===== src/sv/ucbb_pkg.sv =====
// ----------------------------------------------------------------------------
// ucbb_pkg
// Shared types, constants and the kernel coefficient table of the cubic
// B-spline basis row generator.
// ----------------------------------------------------------------------------
package ucbb_pkg;

   // fixed field widths
   localparam int TS_W      = 32;
   localparam int SCALE_W   = 32;
   localparam int KC_W      = 5;
   localparam int IDX_W     = 5;
   localparam int VAL_W     = 17;
   localparam int REQ_W     = 32;
   localparam int RSP_W     = 24;
   localparam int IDX_LSB   = 0;
   localparam int VAL_LSB   = IDX_W;

   // fixed point
   localparam int FRAC_W    = 24;
   localparam int T_W       = FRAC_W + 1;
   localparam int COEF_W    = 8;
   localparam int N_W       = 34;
   localparam int DIV_SHIFT = 10;
   localparam int A_W       = 22;
   localparam int RECIP_W   = 23;
   localparam int RECIP_SHIFT = 23;
   localparam logic [RECIP_W-1:0] RECIP3     = 23'd2796203;
   localparam logic signed [N_W-1:0] ROUND_BIAS = 34'sd1536;
   localparam logic [VAL_W-1:0] VAL_MAX      = 17'd65536;

   // configuration
   localparam int CSR_IDX_W = 2;
   localparam int CSR_W     = 32;
   localparam logic [CSR_IDX_W-1:0] REG_TIME_OFFSET = 2'd0;
   localparam logic [CSR_IDX_W-1:0] REG_TIME_SCALE  = 2'd1;
   localparam logic [CSR_IDX_W-1:0] REG_KNOT_COUNT  = 2'd2;
   localparam logic [TS_W-1:0]    TIME_OFFSET_RST = 32'd0;
   localparam logic [SCALE_W-1:0] TIME_SCALE_RST  = 32'd16777216;
   localparam logic [KC_W-1:0]    KNOT_COUNT_RST  = 5'd16;
   localparam int KC_MIN = 4;

   // queue between front and back
   localparam int QUEUE_DEPTH = 4;
   localparam int QPTR_W      = $clog2(QUEUE_DEPTH);
   localparam int QLVL_W      = $clog2(QUEUE_DEPTH + 1);

   typedef enum logic [1:0] {
      KIND_END1 = 2'd0,
      KIND_END2 = 2'd1,
      KIND_END3 = 2'd2,
      KIND_MID  = 2'd3
   } kind_type;

   typedef struct packed {
      logic signed [COEF_W-1:0] c0;
      logic signed [COEF_W-1:0] c1;
      logic signed [COEF_W-1:0] c2;
      logic signed [COEF_W-1:0] c3;
   } coef_type;

   typedef struct packed {
      logic [IDX_W-1:0] idx;
      logic             last;
   } meta_type;

   typedef struct packed {
      logic              valid;
      logic [QLVL_W-1:0] level;
   } queue_status_type;

   // polynomial coefficients (times 12) of one kernel segment in local t
   function automatic coef_type coef_lookup(input kind_type kind, input logic [1:0] seg);
      coef_type c;
      c = '{c0: 8'sd0, c1: 8'sd0, c2: 8'sd0, c3: 8'sd0};
      case (kind)
         KIND_END1: begin
            if (seg == 2'd0) c = '{c0: 8'sd12, c1: -8'sd36, c2: 8'sd36, c3: -8'sd12};
         end
         KIND_END2: begin
            case (seg)
               2'd0:    c = '{c0: 8'sd0, c1: 8'sd36, c2: -8'sd54, c3: 8'sd21};
               2'd1:    c = '{c0: 8'sd3, c1: -8'sd9, c2: 8'sd9,   c3: -8'sd3};
               default: c = '{c0: 8'sd0, c1: 8'sd0,  c2: 8'sd0,   c3: 8'sd0};
            endcase
         end
         KIND_END3: begin
            case (seg)
               2'd0:    c = '{c0: 8'sd0, c1: 8'sd0,  c2: 8'sd18,  c3: -8'sd11};
               2'd1:    c = '{c0: 8'sd7, c1: 8'sd3,  c2: -8'sd15, c3: 8'sd7};
               2'd2:    c = '{c0: 8'sd2, c1: -8'sd6, c2: 8'sd6,   c3: -8'sd2};
               default: c = '{c0: 8'sd0, c1: 8'sd0,  c2: 8'sd0,   c3: 8'sd0};
            endcase
         end
         KIND_MID: begin
            case (seg)
               2'd0:    c = '{c0: 8'sd0, c1: 8'sd0,  c2: 8'sd0,   c3: 8'sd2};
               2'd1:    c = '{c0: 8'sd2, c1: 8'sd6,  c2: 8'sd6,   c3: -8'sd6};
               2'd2:    c = '{c0: 8'sd8, c1: 8'sd0,  c2: -8'sd12, c3: 8'sd6};
               default: c = '{c0: 8'sd2, c1: -8'sd6, c2: 8'sd6,   c3: -8'sd2};
            endcase
         end
         default: c = '{c0: 8'sd0, c1: 8'sd0, c2: 8'sd0, c3: 8'sd0};
      endcase
      return c;
   endfunction

endpackage


===== src/sv/ucbb_queue.sv =====
// ----------------------------------------------------------------------------
// ucbb_queue
// Small register queue carrying mapped knot coordinates from front to back.
// ----------------------------------------------------------------------------
module ucbb_queue import ucbb_pkg::*; #(
   parameter int WIDTH = 30
) (
   input  logic                    clock,
   input  logic                    reset,
   input  logic                    push,
   input  logic signed [WIDTH-1:0] push_data,
   input  logic                    pop,
   output queue_status_type        status,
   output logic signed [WIDTH-1:0] head_data
);

   logic signed [WIDTH-1:0] entry_ff [QUEUE_DEPTH];
   logic [QPTR_W-1:0]       wr_ptr_ff, wr_ptr_in;
   logic [QPTR_W-1:0]       rd_ptr_ff, rd_ptr_in;
   logic [QLVL_W-1:0]       level_ff, level_in;

   // pointer and fill level update
   always_comb begin
      wr_ptr_in = push ? QPTR_W'(wr_ptr_ff + 1'b1) : wr_ptr_ff;
      rd_ptr_in = pop  ? QPTR_W'(rd_ptr_ff + 1'b1) : rd_ptr_ff;
      level_in  = level_ff;
      if (push && !pop) level_in = QLVL_W'(level_ff + 1'b1);
      if (!push && pop) level_in = QLVL_W'(level_ff - 1'b1);
   end

   always_ff @(posedge clock) begin
      if (reset) begin
         wr_ptr_ff <= '0;
         rd_ptr_ff <= '0;
         level_ff  <= '0;
      end else begin
         wr_ptr_ff <= wr_ptr_in;
         rd_ptr_ff <= rd_ptr_in;
         level_ff  <= level_in;
      end
   end

   // entry storage
   always_ff @(posedge clock) begin
      if (push) entry_ff[wr_ptr_ff] <= push_data;
   end

   assign head_data    = entry_ff[rd_ptr_ff];
   assign status.valid = (level_ff != '0);
   assign status.level = level_ff;

endmodule


===== config.mk =====
export PLATFORM = sky130hd
export DESIGN_NAME = ucbb_queue
export DESIGN_NICKNAME = d
export VERILOG_FILES = /design/src/sv/ucbb_pkg.sv /design/src/sv/ucbb_queue.sv
export SDC_FILE = /design/constraint.sdc
export NUM_CORES = 1
export LEC_CHECK = 0
export ABC_AREA = 1
export BUFFER_PORTS_ARGS = -buffer_cell sky130_fd_sc_hd__buf_2
export CORE_MARGIN = 1.5
export CORE_UTILIZATION = 35
export DETAILED_ROUTE_END_ITERATION = 12
export GPL_TIMING_DRIVEN = 0
export SLEW_MARGIN = 25
export SYNTH_ARGS = -nofsm -noshare
export SYNTH_HDL_FRONTEND = slang
export SYNTH_SLANG_ARGS = --single-unit
export TNS_END_PERCENT = 50

===== constraint.sdc =====
create_clock -name clock -period 2.19 [get_ports clock]
set_input_delay 0.219 -clock clock [delete_from_list [all_inputs] [get_ports clock]]
set_output_delay 0.219 -clock clock [all_outputs]
set_load 0.1 [all_outputs]

==> metrics.txt <==
status=complete, no violations; Post-Syn Area=0.004936 sq mm; DRC=0; Inserted Clock Buffers=17; register area share after synthesis=76.65%; post-route cell area=0.006221 sq mm; slew margin rel.=48.97%; FF-to-FF path depth=4; critical path type=reg2out; min-delay worst type=in2reg; via/cell ratio=4.723; Synth cell types=16; Synth warnings=0; Clk pin slew, worst setup/hold paths=0.06 ns; Slew @ Worst Pin=0.7643 ns; layout cell share with drive strength beyond 1=29.84%; hpwl dp=6116 um; H-tree depth=4; Critical Path AT=1.91 ns; crit share post-route=97.10%; Core ar.=0.01383 sq mm; Horiz. Die Dim=121.8 um; top cell type by total area after synthesis=edfxtp_1; pins over their slew limit=0; CTS Buffer Depth=2; Post-Syn Nets=389; GRT Overall Usage=14.57%; IO Count=68; Async S/R FF share, synth=0%; WL/cell=16.16 um; full die area=0.01482 sq mm; first-pass GRT wire length=15660 um; top-count cell post-synth=edfxtp_1; register area=0.003784 sq mm; Area after DPL=0.005645 sq mm; GRT Residual Overflow=0; nets@finish=477; Synth area leaders=edfxtp_1 73%, nor2_1 5.2%, o22ai_1 3.8%; Filler cells=1215; WP data required=1.97 ns; Setup violations, final=0; Startpoint Class=flop; cell row count=43; PortBufs=67; Leak=2.289 nW; Synth Area per Inst=14.14 sq um; Pwr Density=1080 mW/mm^2; most frequent cells after synthesis=120 x edfxtp_1, 69 x nor2_1, 36 x o21ai_0, 30 x o21ai_1, 30 x o22ai_1; Layout area overhead=26.03%; largest net degree at the start of global routing=31; Root Driver=clkbuf_16; Routability Congestion=0.6622; post-CTS setup buffers=0; Setup Skew=0.01095 ns; die height=121.8 um; Clock Sink Count=129; Final TNS setup=0 ns; vias in the first global route=3034; Initial DRT Pass Iterations=5; post-layout min period=2.127 ns; effective utilization at floorplan=35.70%; RSZ-0062 raised after global routing=no; DRT Wirelength=10160 um; CTS Hold Bufs=0; highest clock rate=470.2 MHz; Synth Flop Type=edfxtp_1; TritonCTS clock tree=built; DR vias=2971; antenna cells=0; top cell type's share of synthesized area=73.00%; Multi-input gate area=0.001017 sq mm; clk_lat worst skew=0.40 ns; Mapped Cells=349; Detailed Route Iter0 Violations=119; EDFF count, synth=120; critical path peak fanout=10; Routed Antenna Nets=0; Hold Violations, Final=0; max-cap violations=0; hold path cells=1; count of state elements after synthesis=129; Max VDD drop=0.5076 mV; CP endpoint kind=primary output; initial antenna violation count=0
[sequential cells by signal (all words and copies together) (netlist names), named ones only]
| register | cells |
|---|---|
| level_ff | 3 |
| wr_ptr_ff | 2 |
| rd_ptr_ff | 2 |
| entry_ff | 120 |
[cell usage in the layout, fill, tap and decap left out]
| master | netlist | final |
|---|---|---|
| edfxtp_1 | 120 | 120 |
| buf_2 | 6 | 72 |
| nor2_1 | 69 | 69 |
| o21ai_0 | 36 | 36 |
| o21ai_1 | 30 | 30 |
| clkbuf_16 | 0 | 17 |
| o22ai_2 | 0 | 15 |
| o22ai_1 | 30 | 15 |
| inv_1 | 14 | 10 |
| buf_6 | 10 | 10 |
| nand2_1 | 10 | 10 |
| dfxtp_1 | 9 | 9 |
| ha_1 | 5 | 5 |
| clkinv_1 | 0 | 5 |
| inv_2 | 0 | 4 |
| a21oi_1 | 4 | 4 |
| buf_4 | 3 | 3 |
| bufinv_16 | 0 | 3 |
| clkinv_2 | 0 | 3 |
| clkinvlp_4 | 0 | 2 |
| buf_16 | 0 | 2 |
| inv_8 | 1 | 1 |
| nand4_1 | 1 | 1 |
| fa_1 | 1 | 1 |
| clkinv_4 | 0 | 1 |
| clkbuf_4 | 0 | 1 |
[final cells by class]
cell class                      instances  area share [%]
Inverter                               15           1.026
Buffer                                 19           2.655
Sequential cell                       129           60.82
Multi-Input combinational cell        186           16.35
Clock inverter                         14           2.373
Tap cell                              180           3.620
Clock buffer                           17           6.838
Timing Repair Buffer                   69           6.315
[report_power, final]
part           leakage, nW  switching, mW  internal, mW
Sequential            1.18         0.0309          2.81
Combinational        0.836          0.965         0.225
Clock                0.276          0.933          1.75
[worst max-delay path, cell delays in order (launching register included)]
cell     delay (ns)
dfxtp_1        0.38
buf_2          0.25
o21ai_0        0.14
o22ai_1        0.26
buf_2          0.48
[metrics by stage]
step                cells  hold WS (ns)  power, mW  setup WS (ns)  utilization (%)
detailed placement    598        0.4349      4.093         0.5054            40.83
global route          629       0.02428      6.957     0.00001976            44.99
finish                629       0.02295      6.719        0.06346            44.99
floorplan             349        0.3179      3.835        -0.1687                -
global placement      596        0.4299      4.067        0.08010            40.43
CTS                   629       0.02099      6.780        0.07618            44.97
[per-layer routing]
layer | global-route usage (%) | wire [um] | vias up
met5 | 0 | 0 | -
met2 | 25.14 | 5203 | 75
li1 | - | - | 1463
met3 | 4.588 | 520 | 6
met4 | 4.779 | 86 | 0
met1 | 17.27 | 4353 | 1427
[timing repair]
action / CTS / global route
endpoints found under the hold margin: 0 / 0
resized for setup: 0 / 1
setup endpoints to repair: 0 / 1
[final timing paths]
path	from	slack (ns)	to
setup / recovery	flop	0.06	head_data[26]
hold / removal	push_data[19]	0.02	entry_ff[0][19]
setup reg to reg	wr_ptr_ff[0]	0.59	entry_ff[2][12]
hold reg to reg	rd_ptr_ff[1]	0.45	rd_ptr_ff[1]
[cell families (layout without fill, tap and decap cells)]
family                   after synthesis  in the layout  share of synthesized area, %
AO/OA/AOI/OAI                        100            100                         10.90
flip-flops                           129            129                         76.65
buffers and inverters                 34            134                         4.639
AND/OR/NAND/NOR                       80             80                         6.135
adder cells (fa/ha/maj)                6              6                         1.673
No activity file was read; power rests on OpenSTA's default activity.
