`src/sv/ucbb_pkg.sv`:
```
// ----------------------------------------------------------------------------
// ucbb_pkg
// Shared types, constants and the kernel coefficient table of the cubic
// B-spline basis row generator.
// ----------------------------------------------------------------------------
package ucbb_pkg;

   // fixed field widths
   localparam int TS_W      = 32;
   localparam int SCALE_W   = 32;
   localparam int KC_W      = 5;
   localparam int IDX_W     = 5;
   localparam int VAL_W     = 17;
   localparam int REQ_W     = 32;
   localparam int RSP_W     = 24;
   localparam int IDX_LSB   = 0;
   localparam int VAL_LSB   = IDX_W;

   // fixed point
   localparam int FRAC_W    = 24;
   localparam int T_W       = FRAC_W + 1;
   localparam int COEF_W    = 8;
   localparam int N_W       = 34;
   localparam int DIV_SHIFT = 10;
   localparam int A_W       = 22;
   localparam int RECIP_W   = 23;
   localparam int RECIP_SHIFT = 23;
   localparam logic [RECIP_W-1:0] RECIP3     = 23'd2796203;
   localparam logic signed [N_W-1:0] ROUND_BIAS = 34'sd1536;
   localparam logic [VAL_W-1:0] VAL_MAX      = 17'd65536;

   // configuration
   localparam int CSR_IDX_W = 2;
   localparam int CSR_W     = 32;
   localparam logic [CSR_IDX_W-1:0] REG_TIME_OFFSET = 2'd0;
   localparam logic [CSR_IDX_W-1:0] REG_TIME_SCALE  = 2'd1;
   localparam logic [CSR_IDX_W-1:0] REG_KNOT_COUNT  = 2'd2;
   localparam logic [TS_W-1:0]    TIME_OFFSET_RST = 32'd0;
   localparam logic [SCALE_W-1:0] TIME_SCALE_RST  = 32'd16777216;
   localparam logic [KC_W-1:0]    KNOT_COUNT_RST  = 5'd16;
   localparam int KC_MIN = 4;

   // queue between front and back
   localparam int QUEUE_DEPTH = 4;
   localparam int QPTR_W      = $clog2(QUEUE_DEPTH);
   localparam int QLVL_W      = $clog2(QUEUE_DEPTH + 1);

   typedef enum logic [1:0] {
      KIND_END1 = 2'd0,
      KIND_END2 = 2'd1,
      KIND_END3 = 2'd2,
      KIND_MID  = 2'd3
   } kind_type;

   typedef struct packed {
      logic signed [COEF_W-1:0] c0;
      logic signed [COEF_W-1:0] c1;
      logic signed [COEF_W-1:0] c2;
      logic signed [COEF_W-1:0] c3;
   } coef_type;

   typedef struct packed {
      logic [IDX_W-1:0] idx;
      logic             last;
   } meta_type;

   typedef struct packed {
      logic              valid;
      logic [QLVL_W-1:0] level;
   } queue_status_type;

   // polynomial coefficients (times 12) of one kernel segment in local t
   function automatic coef_type coef_lookup(input kind_type kind, input logic [1:0] seg);
      coef_type c;
      c = '{c0: 8'sd0, c1: 8'sd0, c2: 8'sd0, c3: 8'sd0};
      case (kind)
         KIND_END1: begin
            if (seg == 2'd0) c = '{c0: 8'sd12, c1: -8'sd36, c2: 8'sd36, c3: -8'sd12};
         end
         KIND_END2: begin
            case (seg)
               2'd0:    c = '{c0: 8'sd0, c1: 8'sd36, c2: -8'sd54, c3: 8'sd21};
               2'd1:    c = '{c0: 8'sd3, c1: -8'sd9, c2: 8'sd9,   c3: -8'sd3};
               default: c = '{c0: 8'sd0, c1: 8'sd0,  c2: 8'sd0,   c3: 8'sd0};
            endcase
         end
         KIND_END3: begin
            case (seg)
               2'd0:    c = '{c0: 8'sd0, c1: 8'sd0,  c2: 8'sd18,  c3: -8'sd11};
               2'd1:    c = '{c0: 8'sd7, c1: 8'sd3,  c2: -8'sd15, c3: 8'sd7};
               2'd2:    c = '{c0: 8'sd2, c1: -8'sd6, c2: 8'sd6,   c3: -8'sd2};
               default: c = '{c0: 8'sd0, c1: 8'sd0,  c2: 8'sd0,   c3: 8'sd0};
            endcase
         end
         KIND_MID: begin
            case (seg)
               2'd0:    c = '{c0: 8'sd0, c1: 8'sd0,  c2: 8'sd0,   c3: 8'sd2};
               2'd1:    c = '{c0: 8'sd2, c1: 8'sd6,  c2: 8'sd6,   c3: -8'sd6};
               2'd2:    c = '{c0: 8'sd8, c1: 8'sd0,  c2: -8'sd12, c3: 8'sd6};
               default: c = '{c0: 8'sd2, c1: -8'sd6, c2: 8'sd6,   c3: -8'sd2};
            endcase
         end
         default: c = '{c0: 8'sd0, c1: 8'sd0, c2: 8'sd0, c3: 8'sd0};
      endcase
      return c;
   endfunction

endpackage

```
`src/sv/ucbb_front.sv`:
```
// ----------------------------------------------------------------------------
// ucbb_front
// Accepts time samples and maps each to the clamped knot coordinate
// u = (time - offset) * scale in Q.24 over a three-stage pipeline.
// ----------------------------------------------------------------------------
module ucbb_front import ucbb_pkg::*; #(
   parameter int MAX_KNOTS = 16,
   parameter int U_W       = 30
) (
   input  logic                    clock,
   input  logic                    reset,
   input  logic                    req_tvalid,
   output logic                    req_tready,
   input  logic [REQ_W-1:0]        req_tdata,    // [31:0] time_sample
   input  logic [TS_W-1:0]         time_offset,
   input  logic [SCALE_W-1:0]      time_scale,
   input  queue_status_type        q_status,
   output logic                    push_vld,
   output logic signed [U_W-1:0]   push_u
);

   localparam int MAG_W    = TS_W + 1;
   localparam int MAG_LO_W = 16;
   localparam int MAG_HI_W = MAG_W - MAG_LO_W;
   localparam int PL_W     = MAG_LO_W + SCALE_W;
   localparam int PH_W     = MAG_HI_W + SCALE_W;
   localparam int PROD_W   = PH_W + 1;
   localparam int USED_W   = QLVL_W + 1;
   localparam logic [PROD_W-1:0] U_HI  = PROD_W'(MAX_KNOTS + 1) << FRAC_W;
   localparam logic [PROD_W-1:0] U_ONE = PROD_W'(1) << FRAC_W;

   logic                    v1_ff, v2_ff, v3_ff;
   logic signed [MAG_W-1:0] d_ff, d_in;
   logic                    neg2_ff, neg3_ff;
   logic [MAG_W-1:0]        mag_ff, mag_in;
   logic [PL_W-1:0]         pl_ff, pl_in;
   logic [PH_W-1:0]         ph_ff, ph_in;
   logic [USED_W-1:0]       used;
   logic                    accept;
   logic [PROD_W-1:0]       prod, lim, prod_c;

   // room in the queue for every item still in flight
   always_comb begin
      used = USED_W'(q_status.level) + USED_W'(v1_ff) + USED_W'(v2_ff) + USED_W'(v3_ff);
      req_tready = (used < USED_W'(QUEUE_DEPTH));
   end
   assign accept = req_tvalid && req_tready;

   // difference, magnitude and split partial products
   always_comb begin
      d_in   = $signed({req_tdata[TS_W-1], req_tdata}) - $signed({time_offset[TS_W-1], time_offset});
      mag_in = d_ff[MAG_W-1] ? MAG_W'(-d_ff) : MAG_W'(d_ff);
      pl_in  = PL_W'(mag_ff[MAG_LO_W-1:0]) * PL_W'(time_scale);
      ph_in  = PH_W'(mag_ff[MAG_W-1:MAG_LO_W]) * PH_W'(time_scale);
   end

   always_ff @(posedge clock) begin
      if (reset) begin
         v1_ff <= 1'b0;
         v2_ff <= 1'b0;
         v3_ff <= 1'b0;
      end else begin
         v1_ff <= accept;
         v2_ff <= v1_ff;
         v3_ff <= v2_ff;
      end
   end

   always_ff @(posedge clock) begin
      d_ff    <= d_in;
      neg2_ff <= d_ff[MAG_W-1];
      mag_ff  <= mag_in;
      neg3_ff <= neg2_ff;
      pl_ff   <= pl_in;
      ph_ff   <= ph_in;
   end

   // recombine, drop 16 fraction bits, clamp and restore the sign
   always_comb begin
      prod   = PROD_W'(ph_ff) + PROD_W'(pl_ff >> MAG_LO_W);
      lim    = neg3_ff ? U_ONE : U_HI;
      prod_c = (prod > lim) ? lim : prod;
      push_u = neg3_ff ? -$signed(U_W'(prod_c)) : $signed(U_W'(prod_c));
   end
   assign push_vld = v3_ff;

endmodule

```
`config.mk`:
```
export PLATFORM = sky130hd
export DESIGN_NAME = ucbb_front
export DESIGN_NICKNAME = d
export VERILOG_FILES = /design/src/sv/ucbb_pkg.sv /design/src/sv/ucbb_front.sv
export SDC_FILE = /design/constraint.sdc
export NUM_CORES = 2
export LEC_CHECK = 0
export ABC_CLOCK_PERIOD_IN_PS = 8000
export BUFFER_PORTS_ARGS = -buffer_cell sky130_fd_sc_hd__buf_4
export CAP_MARGIN = 10
export CELL_PAD_IN_SITES_DETAIL_PLACEMENT = 1
export CELL_PAD_IN_SITES_GLOBAL_PLACEMENT = 1
export CORE_ASPECT_RATIO = 1.5
export CORE_MARGIN = 4
export CORE_UTILIZATION = 30
export CTS_CLUSTER_SIZE = 40
export DETAILED_ROUTE_END_ITERATION = 12
export GPL_TIMING_DRIVEN = 0
export HOLD_SLACK_MARGIN = 0.05
export PLACE_DENSITY_LB_ADDON = 0.1
export SLEW_MARGIN = 20
export SYNTH_ARGS = -nofsm -noshare
export SYNTH_HDL_FRONTEND = slang
export SYNTH_SLANG_ARGS = --single-unit
```
`constraint.sdc`:
```
create_clock -name clock -period 8 [get_ports clock]
set_input_delay 0.4 -clock clock [delete_from_list [all_inputs] [get_ports clock]]
set_output_delay 0.4 -clock clock [all_outputs]
set_load 0.05 [all_outputs]
```
==> flow_summary.json <==
{
  "syn_nets": 6010,
  "start_kind": "input pin",
  "status": "finished, final reports clean",
  "cp_data_required_time_ns": 8.33,
  "reg2reg_to": "pl_ff[43]$_DFF_P_",
  "drive_above_1_share": 0.0878,
  "hold_class": "in -> reg",
  "viasPerCell": 4.90,
  "synth_edf_count": 0,
  "dieHeight_um": 461,
  "synth.top_cells.by_area": "fa_1 (42%), inv_1 (9.4%), ha_1 (9.4%), dfxtp_1 (7.4%), nand2_1 (6.9%)",
  "cts_sinks": 152,
  "drc": 0,
  "min_from": "req_tvalid",
  "dp_worst_setup_slack_ns": -1.25,
  "cts_tree": "yes",
  "synth_ff_type": "dfxtp_1",
  "wirelength_um": 163000,
  "seq_area_um2": 3100,
  "via_count": 32900,
  "setup_slack_ns": 0.129,
  "reg2reg_depth": 20,
  "root_buffer": "clkbuf_16",
  "synthCells": 4730,
  "critPathMaxFanout": 10,
  "final_core_util": 0.339,
  "worst-r2r-setup-slack_ns": 0.18,
  "grt_usage": 0.235,
  "clkTransAtPathRegs_ns": 0.09,
  "crit_family": "adder cells",
  "core_area_um2": 135000,
  "synthTopCellsByCount": "inv_1 (1028), fa_1 (869), nand2_1 (748), and2_1 (427), ha_1 (308)",
  "rows": 165,
  "finalHoldViolCount": 0,
  "antenna_found_initial": 22,
  "max_stage_delay_ns": 0.75,
  "grt_first_pass_wirelength_um": 241000,
  "yosys.area.top_type": "fa_1",
  "cp-end-kind": "flop",
  "post-dp-hpwl_um": 142000,
  "wl_per_cell_um": 24.4,
  "nets": 6189,
  "synth_top_cell_area_share": 0.425,
  "max_freq_mhz": 127,
  "drt_iter0_markers": 1429,
  "r2r-start": "mag_ff[15]$_DFF_P_",
  "synth_most_common_cell": "inv_1",
  "min_to": "v1_ff$_SDFF_PP0_",
  "period_needed_ns": 7.87,
  "worst_clock_skew_ns": 0.0284,
  "syn_avg_cell_area_um2": 8.66,
  "firstDrtPassIters": 5,
  "seq_area_frac_synth": 0.0743,
  "fin_tns_setup_ns": 0,
  "overflow": 0,
  "fin_crit_sh": 0.984,
  "fin_hold_ws_ns": 0.107,
  "ys_async_sr_fraction": 0,
  "synthDistinctLibCells": 90,
  "critPathBufInv": 5,
  "syn_area_um2": 41000,
  "multi_input_area_um2": 33600,
  "ys_seq_elements": 152,
  "grt_max_degree": 19,
  "max_slew_margin": 0.227,
  "grt_pass1_vias": 37300,
  "initial_utilization": 0.303,
  "syn_to_final_growth_pct": 11.8,
  "arrival_ns": 8.20,
  "tightest_slew_ns": 1.16,
  "antenna_left": 0,
  "critical_path_class": "in -> reg",
  "boundaryPins": 135,
  "cp_cell_sequence": "buf_4 -> clkbuf_1 -> and2_1 -> fa_1 -> fa_1 -> fa_1 -> fa_1 -> fa_1 -> inv_1 -> fa_1 -> inv_1 -> ha_1 -> a21oi_1 -> o21bai_1 -> a21oi_2 -> o211ai_1 -> buf_4 -> or4_1 -> o22a_2 -> a221o_1 -> o41a_1 -> a21o_1 -> xor2_1",
  "place_congestion": 0.901,
  "max_cap_violations": 0,
  "dieArea_um2": 143000,
  "crit_slowest_cell": "clkbuf_1",
  "cts_htree_levels": 4,
  "insertion_delay_ns": 0.53,
  "crit_top_cell": "fa_1",
  "num-fill-cells": 15800,
  "io_buffers": 133,
  "numCtsBuffers": 17,
  "slew_viol_final": 0,
  "clk_path_buf_depth": 2,
  "setup_viol": 0,
  "hold_path_depth": 2,
  "yosys_warnings": 0,
  "die_w_um": 310,
  "rsz0062_at_grt": "yes"
}
==> worst max-delay path by stage <==
stage	from	to	slack [ns]	cells past startpoint
after floorplan	pl_ff[22]$_DFF_P_	push_u[16]	0.50	31
after global placement	mag_ff[1]$_DFF_P_	pl_ff[32]$_DFF_P_	-1.74	22
after detailed placement	mag_ff[1]$_DFF_P_	pl_ff[46]$_DFF_P_	-1.25	22
after CTS	time_scale[31]	pl_ff[46]$_DFF_P_	0.001	24
after global routing	pl_ff[16]$_DFF_P_	push_u[18]	-0.23	33
final	time_scale[8]	pl_ff[43]$_DFF_P_	0.13	23
==> placed cells by master, fill, tap and decap left out, types with 17 or more instances in the layout <==
cell type	instances
inv_1	1026
fa_1	867
nand2_1	745
and2_1	427
ha_1	298
buf_4	179
dfxtp_1	125
a21oi_1	112
nor2_1	111
xnor2_1	104
clkbuf_1	100
o21ai_0	79
clkbuf_2	63
a21o_1	57
xor2_1	51
nor3_1	44
diode_2	31
nand3_1	27
nand4_1	25
o21a_1	24
a211oi_1	22
nand2b_1	21
and3_1	20
or3_1	19
o31ai_1	18
a31oi_1	18
dfxtp_2	18
clkbuf_16	17
==> timing repair <==
item,in CTS,in global routing
hold buffers,1,0
pin swaps,12,39
resized for setup,130,267
gates cloned,0,0
buffers inserted,7,26
setup endpoints to repair,46,24
endpoints found under the hold margin,2,0
==> cell type report <==
cell class | instances | area share
plain buffers | 216 | 0.0242
well taps | 1753 | 0.0479
flip-flops and latches | 152 | 0.0676
multi-input cells | 3326 | 0.733
clock buffers | 17 | 0.00928
clock inverters | 15 | 0.00404
diodes | 31 | 0.00169
inverters | 1028 | 0.0842
repair buffers | 168 | 0.0282
==> worst reg2reg max path, delay by kind of cell, from the launching register on <==
kind / cells / cell delay, ns
DFF: 1 / 0.37
and+or+nand+nor: 4 / 0.94
AOI/OAI and AO/OA: 5 / 1.55
adders and majority gates: 7 / 3.71
xor gates and xnor gates: 1 / 0.63
buffers and inverters: 3 / 0.43
==> metrics by stage <==
| step | instances | area [µm²] |
|---|---|---|
| 6_report | 6706 | 45800 |
| 2_1_floorplan | 4730 | 41000 |
| 5_1_grt | 6696 | 45800 |
| 3_5_place_dp | 6617 | 44200 |
| 3_3_place_gp | 6616 | 44200 |
| 4_1_cts | 6653 | 45200 |
==> registers in the layout, summed over array words and instances, names as in the netlist <==
name / count
ph_ff: 49
d_ff: 33
mag_ff: 33
pl_ff: 32
neg2_ff: 1
neg3_ff: 1
push_vld: 1
v1_ff: 1
v2_ff: 1
==> cells by family after synthesis <==
kind of cell             after synthesis  synth area share
flip-flops                           152            0.0743
AO/OA/AOI/OAI                        462            0.0762
buffers and inverters               1252             0.115
multiplexers                           7           0.00183
adder cells (fa/ha/maj)             1177             0.519
XOR/XNOR                             162            0.0346
AND/OR/NAND/NOR                     1518             0.179
==> metal layers <==
layer | part of all wire | vias to the layer above | global-route usage
li1 | - | 14700 | -
met2 | 0.53 | 718 | 0.439
met3 | 0.039 | 283 | 0.0257
met1 | 0.37 | 17200 | 0.257
met5 | 0.00035 | - | 0
met4 | 0.067 | 8 | 0.130
Power is left out: the tool's default activity adds up to more than one toggle a clock period on the data nets, which glitch-free logic cannot reach.
